==> src/rtl/rwbp_pkg.sv <==
// ----------------------------------------------------------------------------
// rwbp_pkg
// Shared types and constants for the register word burst packer.
// ----------------------------------------------------------------------------
package rwbp_pkg;

    // reset value of the data tag register
    localparam logic [15:0] DATA_TAG_RESET = 16'h0F12;

    // default number of queued commands between front and back
    localparam int QUEUE_DEPTH_DEFAULT = 2;

    // byte positions inside one table word, most significant byte first
    localparam logic [1:0] BYTE_POS_TOP  = 2'd0;
    localparam logic [1:0] BYTE_POS_DATA = 2'd2;
    localparam logic [1:0] BYTE_POS_LAST = 2'd3;

    // one input item
    typedef struct packed {
        logic [31:0] table_word;
        logic        final_word;
    } t_in_item;

    // one result item
    typedef struct packed {
        logic [7:0] out_byte;
        logic       starts_transfer;
        logic       ends_table;
        logic       last;
    } t_out_item;

    // classified word queued for the byte serializer
    typedef struct packed {
        logic [31:0] word;
        logic        full_word;  // all four bytes, first one opens a transfer
        logic        final_word;
    } t_cmd;

endpackage

==> src/rtl/rwbp_front.sv <==
// ----------------------------------------------------------------------------
// rwbp_front
// Accepts table words, tracks burst state and classifies each word into a
// byte command for the serializer.
// ----------------------------------------------------------------------------
module rwbp_front (
    input  logic                i_clk,
    input  logic                i_rst_n,
    input  logic                i_cfg_we,
    input  logic [15:0]         i_cfg_wdata,
    input  logic                i_valid,
    output logic                o_ready,
    input  rwbp_pkg::t_in_item  i_data,
    output logic                o_push,
    output rwbp_pkg::t_cmd      o_cmd,
    input  logic                i_full
);
    import rwbp_pkg::*;

    logic        r_burst_open, n_burst_open;
    logic        r_tag_sent, n_tag_sent;
    logic [15:0] r_data_tag;
    logic        w_accept;
    logic        w_is_data;

    // a transfer is taken whenever the queue has room
    assign o_ready  = !i_full;
    assign w_accept = i_valid && !i_full;

    // data word only once an address word has opened the burst
    assign w_is_data = r_burst_open && (i_data.table_word[31:16] == r_data_tag);

    // command for the serializer
    always_comb begin
        o_push           = w_accept;
        o_cmd.word       = i_data.table_word;
        o_cmd.full_word  = !w_is_data || !r_tag_sent;
        o_cmd.final_word = i_data.final_word;
    end

    // burst state update
    always_comb begin
        n_burst_open = r_burst_open;
        n_tag_sent   = r_tag_sent;
        if (w_accept) begin
            if (i_data.final_word) begin
                n_burst_open = 1'b0;
                n_tag_sent   = 1'b0;
            end else if (!w_is_data) begin
                n_burst_open = 1'b1;
                n_tag_sent   = 1'b0;
            end else begin
                n_tag_sent   = 1'b1;
            end
        end
    end

    // state and tag registers
    always_ff @(posedge i_clk) begin
        if (!i_rst_n) begin
            r_burst_open <= 1'b0;
            r_tag_sent   <= 1'b0;
            r_data_tag   <= DATA_TAG_RESET;
        end else begin
            r_burst_open <= n_burst_open;
            r_tag_sent   <= n_tag_sent;
            if (i_cfg_we) begin
                r_data_tag <= i_cfg_wdata;
            end
        end
    end

endmodule

==> src/rtl/rwbp_queue.sv <==
// ----------------------------------------------------------------------------
// rwbp_queue
// Small command queue that decouples classification from serialization.
// ----------------------------------------------------------------------------
module rwbp_queue #(
    parameter int DEPTH = rwbp_pkg::QUEUE_DEPTH_DEFAULT
) (
    input  logic           i_clk,
    input  logic           i_rst_n,
    input  logic           i_push,
    input  rwbp_pkg::t_cmd i_cmd,
    output logic           o_full,
    input  logic           i_pop,
    output logic           o_not_empty,
    output rwbp_pkg::t_cmd o_cmd
);
    import rwbp_pkg::*;

    localparam int AW = $clog2(DEPTH);
    localparam int CW = $clog2(DEPTH + 1);
    localparam logic [AW-1:0] PTR_LAST = AW'(DEPTH - 1);
    localparam logic [CW-1:0] CNT_FULL = CW'(DEPTH);

    t_cmd          r_entry [DEPTH];
    logic [AW-1:0] r_wr_ptr, n_wr_ptr;
    logic [AW-1:0] r_rd_ptr, n_rd_ptr;
    logic [CW-1:0] r_count, n_count;

    assign o_full      = (r_count == CNT_FULL);
    assign o_not_empty = (r_count != '0);
    assign o_cmd       = r_entry[r_rd_ptr];

    // pointer and fill count update
    always_comb begin
        n_wr_ptr = r_wr_ptr;
        n_rd_ptr = r_rd_ptr;
        n_count  = r_count;
        if (i_push) begin
            n_wr_ptr = (r_wr_ptr == PTR_LAST) ? '0 : r_wr_ptr + 1'b1;
        end
        if (i_pop) begin
            n_rd_ptr = (r_rd_ptr == PTR_LAST) ? '0 : r_rd_ptr + 1'b1;
        end
        if (i_push && !i_pop) begin
            n_count = r_count + 1'b1;
        end else if (!i_push && i_pop) begin
            n_count = r_count - 1'b1;
        end
    end

    // control registers
    always_ff @(posedge i_clk) begin
        if (!i_rst_n) begin
            r_wr_ptr <= '0;
            r_rd_ptr <= '0;
            r_count  <= '0;
        end else begin
            r_wr_ptr <= n_wr_ptr;
            r_rd_ptr <= n_rd_ptr;
            r_count  <= n_count;
        end
    end

    // entry storage
    always_ff @(posedge i_clk) begin
        if (i_push) begin
            r_entry[r_wr_ptr] <= i_cmd;
        end
    end

endmodule

==> src/rtl/rwbp_back.sv <==
// ----------------------------------------------------------------------------
// rwbp_back
// Serializes queued commands into bus bytes, one byte per cycle while the
// output accepts, through an output register.
// ----------------------------------------------------------------------------
module rwbp_back (
    input  logic                 i_clk,
    input  logic                 i_rst_n,
    input  logic                 i_not_empty,
    input  rwbp_pkg::t_cmd       i_cmd,
    output logic                 o_pop,
    output logic                 o_valid,
    input  logic                 i_ready,
    output rwbp_pkg::t_out_item  o_data
);
    import rwbp_pkg::*;

    logic      [1:0] r_pos, n_pos;
    logic            r_valid, n_valid;
    t_out_item       r_data, n_data;
    logic      [1:0] w_byte_pos;
    logic            w_load;

    // output register free or draining this cycle
    assign w_load = i_not_empty && (!r_valid || i_ready);

    // later data words skip the tag bytes
    assign w_byte_pos = i_cmd.full_word ? r_pos : r_pos + BYTE_POS_DATA;

    // byte select and flags
    always_comb begin
        case (w_byte_pos)
            BYTE_POS_TOP:  n_data.out_byte = i_cmd.word[31:24];
            2'd1:          n_data.out_byte = i_cmd.word[23:16];
            BYTE_POS_DATA: n_data.out_byte = i_cmd.word[15:8];
            default:       n_data.out_byte = i_cmd.word[7:0];
        endcase
        n_data.starts_transfer = i_cmd.full_word && (w_byte_pos == BYTE_POS_TOP);
        n_data.last            = (w_byte_pos == BYTE_POS_LAST);
        n_data.ends_table      = n_data.last && i_cmd.final_word;
    end

    // byte counter and output valid
    always_comb begin
        o_pop   = w_load && n_data.last;
        n_pos   = r_pos;
        n_valid = r_valid;
        if (o_pop) begin
            n_pos = '0;
        end else if (w_load) begin
            n_pos = r_pos + 1'b1;
        end
        if (w_load) begin
            n_valid = 1'b1;
        end else if (i_ready) begin
            n_valid = 1'b0;
        end
    end

    // control registers
    always_ff @(posedge i_clk) begin
        if (!i_rst_n) begin
            r_pos   <= '0;
            r_valid <= 1'b0;
        end else begin
            r_pos   <= n_pos;
            r_valid <= n_valid;
        end
    end

    // output payload register
    always_ff @(posedge i_clk) begin
        if (w_load) begin
            r_data <= n_data;
        end
    end

    assign o_valid = r_valid;
    assign o_data  = r_data;

`ifndef SYNTHESIS
    // table end only ever on the closing byte of a word
    a_end_on_last: assert property (@(posedge i_clk) disable iff (!i_rst_n)
        r_valid && r_data.ends_table |-> r_data.last)
        else $error("ends_table without last");

    // a transfer opening byte is never the closing byte of a word
    a_start_not_last: assert property (@(posedge i_clk) disable iff (!i_rst_n)
        r_valid && r_data.starts_transfer |-> !r_data.last)
        else $error("starts_transfer on last byte");

    // queue entry released only together with its closing byte
    a_pop_on_last: assert property (@(posedge i_clk) disable iff (!i_rst_n)
        o_pop |=> r_valid && r_data.last && (r_pos == BYTE_POS_TOP))
        else $error("command popped before its last byte");

    // a word without tag bytes keeps its byte counter below the data byte position
    a_pos_range: assert property (@(posedge i_clk) disable iff (!i_rst_n)
        i_not_empty && !i_cmd.full_word |-> r_pos != BYTE_POS_DATA &&
            r_pos != BYTE_POS_LAST)
        else $error("byte position out of range for data word");
`endif

endmodule

==> src/rtl/register_word_burst_packer_unit.sv <==
// ----------------------------------------------------------------------------
// register_word_burst_packer_unit
// Packs 32-bit register table words into bus write bytes with transfer marks.
// ----------------------------------------------------------------------------
// Usage:
//   Input channel (i_valid/o_ready, i_data) carries one table word and its
//   final_word flag per transfer. Output channel (o_valid/i_ready, o_data)
//   carries one byte per transfer with starts_transfer, ends_table and last.
//   An address word yields four bytes, the first data word of a burst four,
//   each later data word two. i_cfg_we/i_cfg_wdata write the 16-bit data tag;
//   write it only while the unit is idle.
//   Path: with the queue empty and the output free, a word is written into
//   a queue entry on its accept, and its first byte then into the output
//   register. Throughput: the serializer emits one byte per cycle while
//   i_ready is high; a command queue of QUEUE_DEPTH entries lets words be
//   taken back to back while bytes still drain.
//   Reset: synchronous active low; queue empty, burst state cleared, data tag
//   set to 0x0F12.
//   Stall: with i_ready low the held byte stays, the queue fills, and o_ready
//   drops once QUEUE_DEPTH words wait, the one being serialized included.
// ----------------------------------------------------------------------------
module register_word_burst_packer_unit #(
    parameter int QUEUE_DEPTH = rwbp_pkg::QUEUE_DEPTH_DEFAULT
) (
    input  logic                i_clk,
    input  logic                i_rst_n,
    input  logic                i_cfg_we,
    input  logic [15:0]         i_cfg_wdata,
    input  logic                i_valid,
    output logic                o_ready,
    input  rwbp_pkg::t_in_item  i_data,
    output logic                o_valid,
    input  logic                i_ready,
    output rwbp_pkg::t_out_item o_data
);
    import rwbp_pkg::*;

    logic w_push;
    logic w_full;
    logic w_pop;
    logic w_not_empty;
    t_cmd w_push_cmd;
    t_cmd w_head_cmd;

    // word classification
    rwbp_front u_front (
        .i_clk       (i_clk),
        .i_rst_n     (i_rst_n),
        .i_cfg_we    (i_cfg_we),
        .i_cfg_wdata (i_cfg_wdata),
        .i_valid     (i_valid),
        .o_ready     (o_ready),
        .i_data      (i_data),
        .o_push      (w_push),
        .o_cmd       (w_push_cmd),
        .i_full      (w_full)
    );

    // command queue
    rwbp_queue #(
        .DEPTH (QUEUE_DEPTH)
    ) u_queue (
        .i_clk       (i_clk),
        .i_rst_n     (i_rst_n),
        .i_push      (w_push),
        .i_cmd       (w_push_cmd),
        .o_full      (w_full),
        .i_pop       (w_pop),
        .o_not_empty (w_not_empty),
        .o_cmd       (w_head_cmd)
    );

    // byte serializer
    rwbp_back u_back (
        .i_clk       (i_clk),
        .i_rst_n     (i_rst_n),
        .i_not_empty (w_not_empty),
        .i_cmd       (w_head_cmd),
        .o_pop       (w_pop),
        .o_valid     (o_valid),
        .i_ready     (i_ready),
        .o_data      (o_data)
    );

endmodule

==> config.mk <==
export PLATFORM = sky130hd
export DESIGN_NAME = register_word_burst_packer_unit
export DESIGN_NICKNAME = d
export VERILOG_FILES = /design/src/rtl/rwbp_pkg.sv /design/src/rtl/rwbp_front.sv /design/src/rtl/rwbp_queue.sv /design/src/rtl/rwbp_back.sv /design/src/rtl/register_word_burst_packer_unit.sv
export SDC_FILE = /design/constraint.sdc
export NUM_CORES = 1
export LEC_CHECK = 0
export BUFFER_PORTS_ARGS = -buffer_cell sky130_fd_sc_hd__buf_2
export CAP_MARGIN = 20
export CORE_UTILIZATION = 56
export CTS_CLUSTER_DIAMETER = 60
export DETAILED_ROUTE_END_ITERATION = 12
export PLACE_DENSITY_LB_ADDON = 0.25
export RECOVER_POWER = 25
export SLEW_MARGIN = 10
export SYNTH_ARGS = -nofsm -noshare
export SYNTH_HDL_FRONTEND = slang
export SYNTH_SLANG_ARGS = --single-unit
==> constraint.sdc <==
create_clock -name i_clk -period 2.85 [get_ports i_clk]
set_clock_uncertainty 0.05 [all_clocks]
set_input_delay 0.285 -clock i_clk [delete_from_list [all_inputs] [get_ports i_clk]]
set_output_delay 0.285 -clock i_clk [all_outputs]
set_load 0.01 [all_outputs]
==> impl_metrics.tcl, run 1 <==
set metrics [dict create \
    clkLatencyLatePin_ps 360 \
    final_replace_weighted_congestion 0.700 \
    netlist_top_cells_area "edfxtp_1 57%, dfxtp_1 13%, mux4_2 7.0%" \
    crit_fanout 10 \
    maximum_number_of_pins_on_one_net_before_global_route_repair 35 \
    ant_nets 0 \
    final-hold-violation-count 0 \
    ctsHtreeMaxLevel 3 \
    synthesized_netlist_net_count 294 \
    clock_tree_from_tritoncts "built" \
    grt_antenna_before_repair 0 \
    met3WireLength_um 235 \
    synth_compound_gate_area_share_pct 1.41 \
    post_cts.repair.setup_buffers 0 \
    globalRoute.totalOverflow 0 \
    synth_area_per_cell_sq_um 17.4 \
    dieWidth_um 88.2 \
    worst_setup_hold_path_clk_slew_ps 100 \
    final-setup-viol-count 0 \
    drt_first_iter_violations 124 \
    cts.path.max_buffers 2 \
    hold_path.class "input port to register" \
    cts-resized-gates 0 \
    first_pass_iters 4 \
    synth_async_sr_flop_share_pct 0 \
    status "complete, no violations" \
    synth_cell_types 34 \
    die_y_um 88.2 \
    floorplan.core_area_sq_um 7210 \
    gr-usage-all-layers_pct 19.7 \
    cts_root_buffer "clkbuf_8" \
    synth_flop_cell "edfxtp_1" \
    cell_count_after_synthesis 239 \
    hold_buffers 0 \
    cts_buffers 9 \
    fin_crit_ps 2260 \
    worstHoldPathCells 1 \
    dpl.hpwl_mm 4.73 \
    slew-limit-headroom_pct 68.6 \
    postSynthRegisterBits 105 \
    areaGrowthSynthToFinish_pct 15.4 \
    hold_path_startpoint "i_data[2]" \
    tns_ps 0 \
    finalMaxSlewViolations 0 \
    startpoint_type "register" \
    transition_time_at_the_pin_with_the_least_slew_margin_ps 470 \
    die_area_sq_um 7780 \
    drc_violations 0 \
    post_synth_xor_area_fraction_pct 4.87 \
    io-pin-count 67 \
    vias_per_cell 5.23 \
    highest-signal-layer "met4" \
    share_of_cells_above_drive_strength_1_pct 29.3 \
    yosysWarnings 0 \
    fp-row-count 31 \
    worstSetupPathType "register to register" \
    floorplan.initialDensity_pct 57.7 \
    yosys-mux-area-fraction_pct 16.2 \
    max_freq_mhz 443 \
    max_cap_violations 0 \
    power.leakage_uw 0.00169 \
    synth_top_cell_by_area "edfxtp_1" \
    critical_path_arrival_ps 2490 \
    antennaDiodeCount 0 \
    synth_top_area_share_pct 57.0 \
    number_of_global_route_vias_before_repair 2221 \
    timing.hold.ws_ps 61.4 \
    drt-met1-wl_mm 3.18 \
    placement.io_buffers 66 \
    numClockSinks 105 \
    largest_family_of_logic_cells_by_synthesized_area "multiplexers" \
    n_fill_cell 512 \
    timing.critical_path.to_type "register" \
    synth_enable_flop_cells 79 \
    required_time_at_the_worst_slack_endpoint_ps 3080 \
    r2r_cells 7 \
    finalCritPeriodShare_pct 79.1 \
    routed-wl-met2_mm 3.23 \
    synthesis.area_sq_um 4160 \
    nNetsFinal 367 \
    wl_mm 6.76 \
    post_synth_fa_ha_maj_area_fraction_pct 0.301 \
    ir_worst_vdd_mv 0.289 \
    rsz0062_at_grt "false" \
    post_synthesis_simple_gate_area_fraction_pct 6.43 \
    synth.yosys.seq_area_share_pct 69.5 \
    wire_length_of_the_first_global_routing_pass_mm 11.0 \
    cell_pwr_density_nw_per_um2 719 \
    dr_total_vias 2176 \
    wl_per_cell_um 16.2 \
]
-- worst max-delay path: stages (launching register included) --
cell and delay [ps]:
dfxtp_1 400, mux2i_4 330, xnor2_4 170, and3b_2 310, inv_1 50, ha_1 300
or3_1 370, a21boi_0 180
-- sequential cells by signal, indices dropped and copies added (netlist names), 2 cells and up, named ones only --
name and cells:
u_queue.r_count 2, u_back.o_data 11, u_front.r_data_tag 16, u_queue.r_entry 68, u_back.r_pos 2
-- cell type report --
class | instances | area [sq um] | share of cell area [%]
Tap cell | 99 | 124 | 2.58
Inverter | 2 | 7.51 | 0.156
Clock inverter | 7 | 93.8 | 1.95
Timing Repair Buffer | 71 | 343 | 7.14
Sequential cell | 105 | 2890 | 60.2
Multi-Input combinational cell | 123 | 1220 | 25.4
Clock buffer | 9 | 124 | 2.58
-- routing by layer --
layer  vias to the layer above  GRT usage [%]
met5                         -              0
met4                         0           8.80
met3                        10           3.54
met2                        54           31.0
met1                      1060           27.2
li1                       1052              -
-- synthesized netlist by cell type (2+ instances only) --
| cell type | count |
|---|---|
| edfxtp_1 | 79 |
| dfxtp_1 | 26 |
| mux2i_1 | 19 |
| xnor2_1 | 18 |
| mux4_2 | 13 |
| nor2b_1 | 13 |
| nand2_1 | 11 |
| mux2_2 | 8 |
| clkbuf_1 | 6 |
| nor2_1 | 5 |
| nand3_1 | 4 |
| nand4_1 | 4 |
| and2_1 | 3 |
| mux4_1 | 3 |
| nand2b_1 | 3 |
| nor3_1 | 3 |
| a21boi_0 | 2 |
| inv_1 | 2 |
| xor2_1 | 2 |
-- placed cells by master, fill, tap and decap left out, drive strengths merged --
| cell | count |
|---|---|
| xor2 | 2 |
| o211a | 1 |
| and3 | 1 |
| dfxtp | 26 |
| mux4 | 16 |
| ha | 1 |
| or3 | 1 |
| a21bo | 1 |
| nor2b | 13 |
| nor3 | 3 |
| nand4 | 4 |
| nor4 | 1 |
| xnor2 | 19 |
| o21ai | 1 |
| nand2 | 11 |
| edfxtp | 79 |
| nand2b | 3 |
| buf | 51 |
| clkbuf | 29 |
| nor2 | 5 |
| nand3 | 4 |
| a21boi | 2 |
| bufinv | 2 |
| o31a | 1 |
| clkinvlp | 2 |
| clkinv | 2 |
| mux2 | 8 |
| and3b | 1 |
| inv | 3 |
| a32o | 1 |
| mux2i | 20 |
| and2 | 3 |
-- final timing paths --
| check | to | slack (ps) |
|---|---|---|
| setup / recovery | u_queue.r_count[1]$_SDFFE_PN0P_ | 590 |
| hold / removal | u_queue.r_entry[0][3]$_DFFE_PP_ | 60 |
| setup reg to reg | u_queue.r_count[1]$_SDFFE_PN0P_ | 590 |
| hold reg to reg | u_front.r_data_tag[10]$_SDFFE_PN1P_ | 450 |
-- where the power goes --
part / leakage, uW / internal [uW] / switching [uW]
logic: 0.000638 / 266 / 285
registers: 0.000949 / 1860 / 72.5
clock network: 0.000106 / 494 / 475
-- stage by stage --
step | area, sq um | std cells | total power, uW | util (%) | setup slack, ps
CTS | 4830 | 416 | 3490 | 66.9 | 572
floorplan | 4160 | 239 | 2320 | - | 190
finish | 4800 | 416 | 3450 | 66.6 | 595
global placement | 4610 | 400 | 2510 | 63.9 | 680
global route | 4800 | 416 | 3600 | 66.6 | 465
detailed placement | 4610 | 400 | 2530 | 63.9 | 582
-- kinds of logic (layout without fill, tap and decap cells) --
| logic type | after synthesis | count (layout) |
|---|---|---|
| xor gates and xnor gates | 21 | 21 |
| AOI/OAI and AO/OA | 7 | 7 |
| adders and majority gates | 1 | 1 |
| and+or+nand+nor | 50 | 50 |
| buffers and inverters | 11 | 89 |
| muxes | 44 | 44 |
| DFF | 105 | 105 |
Note: power is estimated with default switching activity, not from simulation.
==> run 2: changes to the inputs <==
--- a/config.mk
+++ b/config.mk
@@ -5,6 +5,7 @@
 export SDC_FILE = /design/constraint.sdc
 export NUM_CORES = 1
 export LEC_CHECK = 0
+export ABC_AREA = 1
 export BUFFER_PORTS_ARGS = -buffer_cell sky130_fd_sc_hd__buf_2
 export CAP_MARGIN = 20
 export CORE_UTILIZATION = 56
==> constraint.sdc (replaced) <==
create_clock -name i_clk -period 2.1 [get_ports i_clk]
set_clock_uncertainty 0.05 [all_clocks]
set_input_delay 0.21 -clock i_clk [delete_from_list [all_inputs] [get_ports i_clk]]
set_output_delay 0.21 -clock i_clk [all_outputs]
set_load 0.01 [all_outputs]
==> run 2 against run 1 <==
Die area grew 4.1%. Total power grew 34%. Via count grew 44%. Critical endpoint unchanged. Sequential power grew 34%. Design area grew 7.3%. Hold slack lost 41 ps. Setup slack lost 350 ps. Clock-buffer cell count grew 5.
==> impl_metrics.tcl, run 2 <==
set metrics [dict create \
    status "complete, no violations" \
    critical_path_arrival_ps 2050 \
    top_register "u_queue.r_entry" \
    hold_path.class "input port to register" \
    dpl_worst_slack_ps 215 \
    drc_violations 0 \
    first_pass_iters 4 \
    final-hold-violation-count 0 \
    required_time_at_the_worst_slack_endpoint_ps 2290 \
    antennaDiodeCount 0 \
    worst_slack_ps 240 \
    drt_first_iter_violations 273 \
    seqPwrFrac_pct 55.9 \
    worstSetupPathType "register to register" \
    slew-limit-headroom_pct 67.3 \
    floorplan.initialDensity_pct 58.9 \
    startpoint_type "register" \
    tns_ps 0 \
    die_y_um 90.0 \
    grt_antenna_before_repair 0 \
    power.switching_fraction_pct 26.1 \
    fp-row-count 31 \
    timing.critical_path.to_type "register" \
    dieWidth_um 90.0 \
    io-pin-count 67 \
    cell_internal_pwr_uw 3410 \
    rsz0062_at_grt "false" \
    commonest_cells_after_routing_fill_and_taps_aside "179 x nand2_1, 79 x edfxtp_1, 46 x buf_2" \
    placement.cell_area_sq_um 4810 \
    placement.io_buffers 66 \
    final_replace_weighted_congestion 0.824 \
    areaGrowthSynthToFinish_pct 18.8 \
    synthesized_netlist_net_count 490 \
    yosysWarnings 0 \
    total_switching_power_uw 1200 \
    synth_enable_flop_cells 79 \
    synth_top_cell_by_area "edfxtp_1" \
    cts_root_buffer "clkbuf_8" \
    worst-path-buf-inv 1 \
    synth_top_cells_by_count "179 x nand2_1, 79 x edfxtp_1, 36 x inv_1" \
    critical-path-top-delay-family "compound AO/OA/AOI/OAI gates" \
    floorplan.core_area_sq_um 7370 \
    combinational_power_share_pct 16.9 \
    numClockSinks 105 \
    critical_path.slowest_cell "edfxtp_1" \
    finalCritPeriodShare_pct 88.6 \
    post_cts.repair.setup_buffers 0 \
    transition_time_at_the_pin_with_the_least_slew_margin_ps 490 \
    netlist_top_cells_area "edfxtp_1 55%, nand2_1 15%, dfxtp_1 12%" \
    wl_per_cell_um 13.4 \
    n_fill_cell 594 \
    synthMostInstantiatedCell "nand2_1" \
    maximum_number_of_pins_on_one_net_before_global_route_repair 35 \
    max_cap_violations 0 \
    synth_area_per_cell_sq_um 9.98 \
    synthesis.area_sq_um 4340 \
    synth_flop_cell "edfxtp_1" \
    cp_cell_sequence "nand2_2 -> nand2_2 -> nand2_2 -> nand2_4 -> nor2_4 -> inv_1 -> ha_1 -> a21oi_1 -> o21ai_0 -> o21ai_0 -> a21oi_1" \
    worst_setup_hold_path_clk_slew_ps 90 \
    cts_buffers 9 \
    mostFrequentLayoutCell "nand2_1" \
    power.share.clock_pct 27.1 \
    cts.path.max_buffers 2 \
    final-setup-viol-count 0 \
    wire_length_of_the_first_global_routing_pass_mm 14.6 \
    crit_fanout 5 \
    synth.yosys.seq_area_share_pct 66.7 \
    vias_per_cell 5.00 \
    worst_path_largest_cell_delay_ps 410 \
    ant_nets 0 \
    clkLatencyLatePin_ps 360 \
    globalRoute.totalOverflow 0 \
    postSynthRegisterBits 105 \
    critPathMostFrequentCell "nand2_2" \
    final_area_sq_um 5160 \
    dpl.hpwl_mm 5.72 \
    ctsHtreeMaxLevel 3 \
    gr-usage-all-layers_pct 23.0 \
    power.leakage_uw 0.00218 \
    number_of_global_route_vias_before_repair 3121 \
    wl_mm 8.42 \
    cell_pwr_density_nw_per_um2 894 \
    dr_total_vias 3133 \
    nNetsFinal 578 \
    synth_cell_types 28 \
    synth_async_sr_flop_share_pct 0 \
    max_freq_mhz 538 \
    share_of_cells_above_drive_strength_1_pct 16.3 \
    synth_top_area_share_pct 54.7 \
    fin_crit_ps 1860 \
    clock_tree_from_tritoncts "built" \
    cell_count_after_synthesis 435 \
    flip_flop_count_of_the_largest_register_after_layout 68 \
    ir_worst_vdd_mv 0.458 \
    finalMaxSlewViolations 0 \
    die_area_sq_um 8100 \
]
==> run 2: cell count changes in the layout (fill, tap and decap cells not counted), sizes merged, moves of 8 or more <==
cell and delta:
nand2 +174, inv +36, nor2 +24, o21ai +21
a21oi +18, mux2i -18, xnor2 -18, dlygate4sd3 +17
mux4 -16, nor2b -13, mux2 -8
==> run 2: layout make-up <==
class,instances,area [sq um],share of cell area (%)
well taps,99,124,2.40
clock buffers,14,163,3.15
repair buffers,89,546,10.6
multi-input cells,279,1240,24.1
clock inverters,2,37.5,0.728
inverters,39,149,2.89
flip-flops and latches,105,2890,56.1
==> run 2: final timing paths <==
| path | slack, ps | from | depth (start not counted) | end |
|---|---|---|---|---|
| worst max-delay path | 240 | u_queue.r_entry[0][1]$_DFFE_PP_ | 11 | u_queue.r_count[1]$_SDFFE_PN0P_ |
| worst min-delay path | 20 | i_cfg_wdata[10] | 3 | u_front.r_data_tag[10]$_SDFFE_PN1P_ |
| worst max register to register | 240 | u_queue.r_entry[0][1]$_DFFE_PP_ | 11 | u_queue.r_count[1]$_SDFFE_PN0P_ |
| worst min register to register | 430 | u_front.r_data_tag[0]$_SDFFE_PN0P_ | 2 | u_front.r_data_tag[0]$_SDFFE_PN0P_ |
==> run 2: timing repair <==
| action | 4_1_cts | 5_1_grt |
|---|---|---|
| hold buffers | 17 | 0 |
| endpoints found under the setup margin | 0 | 1 |
| gates resized for setup | 0 | 1 |
| endpoints found under the hold margin | 34 | 0 |
==> run 2: power groups by stage <==
stage	clock network, uW	registers [uW]	logic, uW
floorplan	0	2660	424
global placement	0	2620	745
detailed placement	0	2630	765
CTS	1270	2580	793
global route	1360	2600	880
finish	1250	2580	782
==> run 2: cell families after synthesis <==
group,count (synthesis),share of synthesized area (%)
buf+inv,51,4.79
xor+xnor,3,0.606
fa+ha+maj,1,0.288
compound gates,41,4.96
flops,105,66.7
simple gates,232,22.2
mux,2,0.461
==> run 2: tightest hold or removal path, stage by stage <==
cell,delay (ps)
buf_2,70
nand2_1,40
nand3_1,70
==> run 2: routing by layer <==
metal  vias to the layer above  share of wire, %  GRT usage [%]
met3                        12               4.6           2.96
met1                      1431                46           31.6
li1                       1588                 -              -
met5                         -                 0              0
met2                       102                48           37.7
met4                         0               1.8           8.33
==> run 2: per-stage QoR <==
step	hold slack [ps]	power (uW)	std cells	util, %
final	20.5	4610	627	70.0
after global routing	15.5	4840	627	70.0
after CTS	8.87	4640	627	70.3
after detailed placement	352	3390	594	65.3
after global placement	348	3360	594	65.3
after floorplan	259	3090	435	-
==> run 3: changes to the inputs <==
==> constraint.sdc (replaced) <==
create_clock -name i_clk -period 2.1 [get_ports i_clk]
set_clock_uncertainty 0.05 [all_clocks]
set_input_delay 0.105 -clock i_clk [delete_from_list [all_inputs] [get_ports i_clk]]
set_output_delay 0.105 -clock i_clk [all_outputs]
set_load 0.01 [all_outputs]
==> run 3 against run 2 <==
Die area did not move. Total power is 1.9% lower. Combinational power grew 6.1%. Critical path type unchanged. Largest power group unchanged.
==> impl_metrics.tcl, run 3 (same netlist as run 2, synthesis figures left out) <==
set metrics [dict create \
    status "complete, no violations" \
    hold_buffers 49 \
    worst_path_largest_cell_delay_ps 470 \
    multi_input_comb_area_sq_um 1240 \
    transition_time_at_the_pin_with_the_least_slew_margin_ps 586 \
    hold_path_startpoint "i_ready" \
    die_area_sq_um 8100 \
    cp_cell_sequence "o21ai_1 -> nand2_1 -> nand2_4 -> nor2_4 -> inv_1 -> ha_1 -> a21oi_1 -> o21ai_0 -> o21ai_0 -> a21oi_1" \
    final_replace_weighted_congestion 0.818 \
    r2r_cells 10 \
    nNetsFinal 611 \
    critical_path_arrival_ps 2110 \
    final-hold-violation-count 0 \
    max_freq_mhz 522 \
    floorplan.initialDensity_pct 58.9 \
    fp-row-count 31 \
    timing.hold.ws_ps 23.6 \
    globalRoute.totalOverflow 0 \
    drt_first_iter_violations 184 \
    n_fill_cell 551 \
    floorplan.core_area_sq_um 7370 \
    rsz0062_at_grt "false" \
    post_cts.repair.setup_buffers 0 \
    dpl.hpwl_mm 5.72 \
    final_area_sq_um 5460 \
    ir_worst_vdd_mv 0.409 \
    first_pass_iters 5 \
    hold_path.class "input port to register" \
    ant_nets 0 \
    wl_per_cell_um 13.6 \
    grt_antenna_before_repair 0 \
    worstSetupPathType "register to register" \
    cts-resized-gates 0 \
    tns_ps 0 \
    antennaDiodeCount 0 \
    areaGrowthSynthToFinish_pct 25.7 \
    placement.io_buffers 66 \
    clkLatencyLatePin_ps 360 \
    startpoint_type "register" \
    seqCellArea_sq_um 2890 \
    max_cap_violations 0 \
    final_core_utilization_pct 74.0 \
    top_register "u_queue.r_entry" \
    maximum_number_of_pins_on_one_net_before_global_route_repair 35 \
    finalCritPeriodShare_pct 91.2 \
    critical_path.slowest_cell "dfxtp_1" \
    slew-limit-headroom_pct 60.9 \
    worst_hold_path.endpoint "u_back.o_valid$_SDFFE_PN0P_" \
    timing.critical_path.to_type "register" \
    share_of_cells_above_drive_strength_1_pct 15.0 \
    required_time_at_the_worst_slack_endpoint_ps 2300 \
    placement.cell_area_sq_um 4820 \
    cts_buffers 9 \
    dieWidth_um 90.0 \
    worst_setup_hold_path_clk_slew_ps 90 \
    dr_total_vias 3250 \
    cell_pwr_density_nw_per_um2 829 \
    wire_length_of_the_first_global_routing_pass_mm 15.0 \
    cts_root_buffer "clkbuf_8" \
    worstHoldPathCells 4 \
    reg2reg_setup_slack_ps 190 \
    drc_violations 0 \
    die_y_um 90.0 \
    vias_per_cell 4.92 \
    gr-usage-all-layers_pct 24.0 \
    mostFrequentLayoutCell "nand2_1" \
    io-pin-count 67 \
    ctsHtreeMaxLevel 3 \
    clock_tree_from_tritoncts "built" \
    number_of_global_route_vias_before_repair 3341 \
    finalMaxSlewViolations 0 \
    power.leakage_uw 0.00230 \
    critical_path.reg2reg.endpoint "u_queue.r_count[1]$_SDFFE_PN0P_" \
    numClockSinks 105 \
    crit_fanout 6 \
    fin_crit_ps 1910 \
    commonest_cells_after_routing_fill_and_taps_aside "179 x nand2_1, 79 x edfxtp_1, 49 x dlygate4sd3_1" \
    final-setup-viol-count 0 \
    cts.path.max_buffers 2 \
    flip_flop_count_of_the_largest_register_after_layout 68 \
    wl_mm 8.96 \
]
run 3: critical path, delay by kind of cell, from the launching register on:
family	cells	cell delay [ps]
AOI/OAI and AO/OA	5	580
adders and majority gates	1	310
buffers and inverters	1	60
DFF	1	470
and+or+nand+nor	3	330
run 3: layout make-up:
type	count	area share, %
sequential	105	53.0
multi-input combinational	279	22.8
timing repair buffer	122	16.0
clock buffer	13	2.91
inverter	39	2.73
tap	99	2.27
clock inverter	3	0.298
run 3: power breakdown:
part           leakage [uW]  switching [uW]  internal (uW)
registers          0.000952            71.9           2510
clock network     0.0000871             623            492
logic               0.00126             508            321
total               0.00230            1200           3320
run 3: routing by layer:
layer	share of wire, %	track usage, %	vias up
li1	-	-	1654
met1	43	28.6	1487
met2	50	42.7	97
met3	4.6	3.64	12
met4	1.6	11.2	0
met5	0	0	-
run 3: how the worst max path moves through the flow:
| stage | start | endpoint | slack (ps) |
|---|---|---|---|
| global route | register | u_queue.r_count[1]$_SDFFE_PN0P_ | 70 |
| floorplan | u_queue.r_count[0]$_SDFFE_PN0P_ | u_queue.r_count[1]$_SDFFE_PN0P_ | 20 |
| CTS | register | u_queue.r_count[1]$_SDFFE_PN0P_ | 180 |
| global placement | register | u_queue.r_count[1]$_SDFFE_PN0P_ | 290 |
| finish | register | u_queue.r_count[1]$_SDFFE_PN0P_ | 190 |
| detailed placement | register | u_queue.r_count[1]$_SDFFE_PN0P_ | 200 |
run 3: per-stage QoR:
stage | power [uW] | cells | worst slack [ps]
after floorplan | 3090 | 435 | 24.2
after global placement | 3360 | 595 | 293
after detailed placement | 3390 | 595 | 196
after CTS | 4540 | 660 | 182
after global routing | 4730 | 660 | 72.2
final | 4520 | 660 | 186
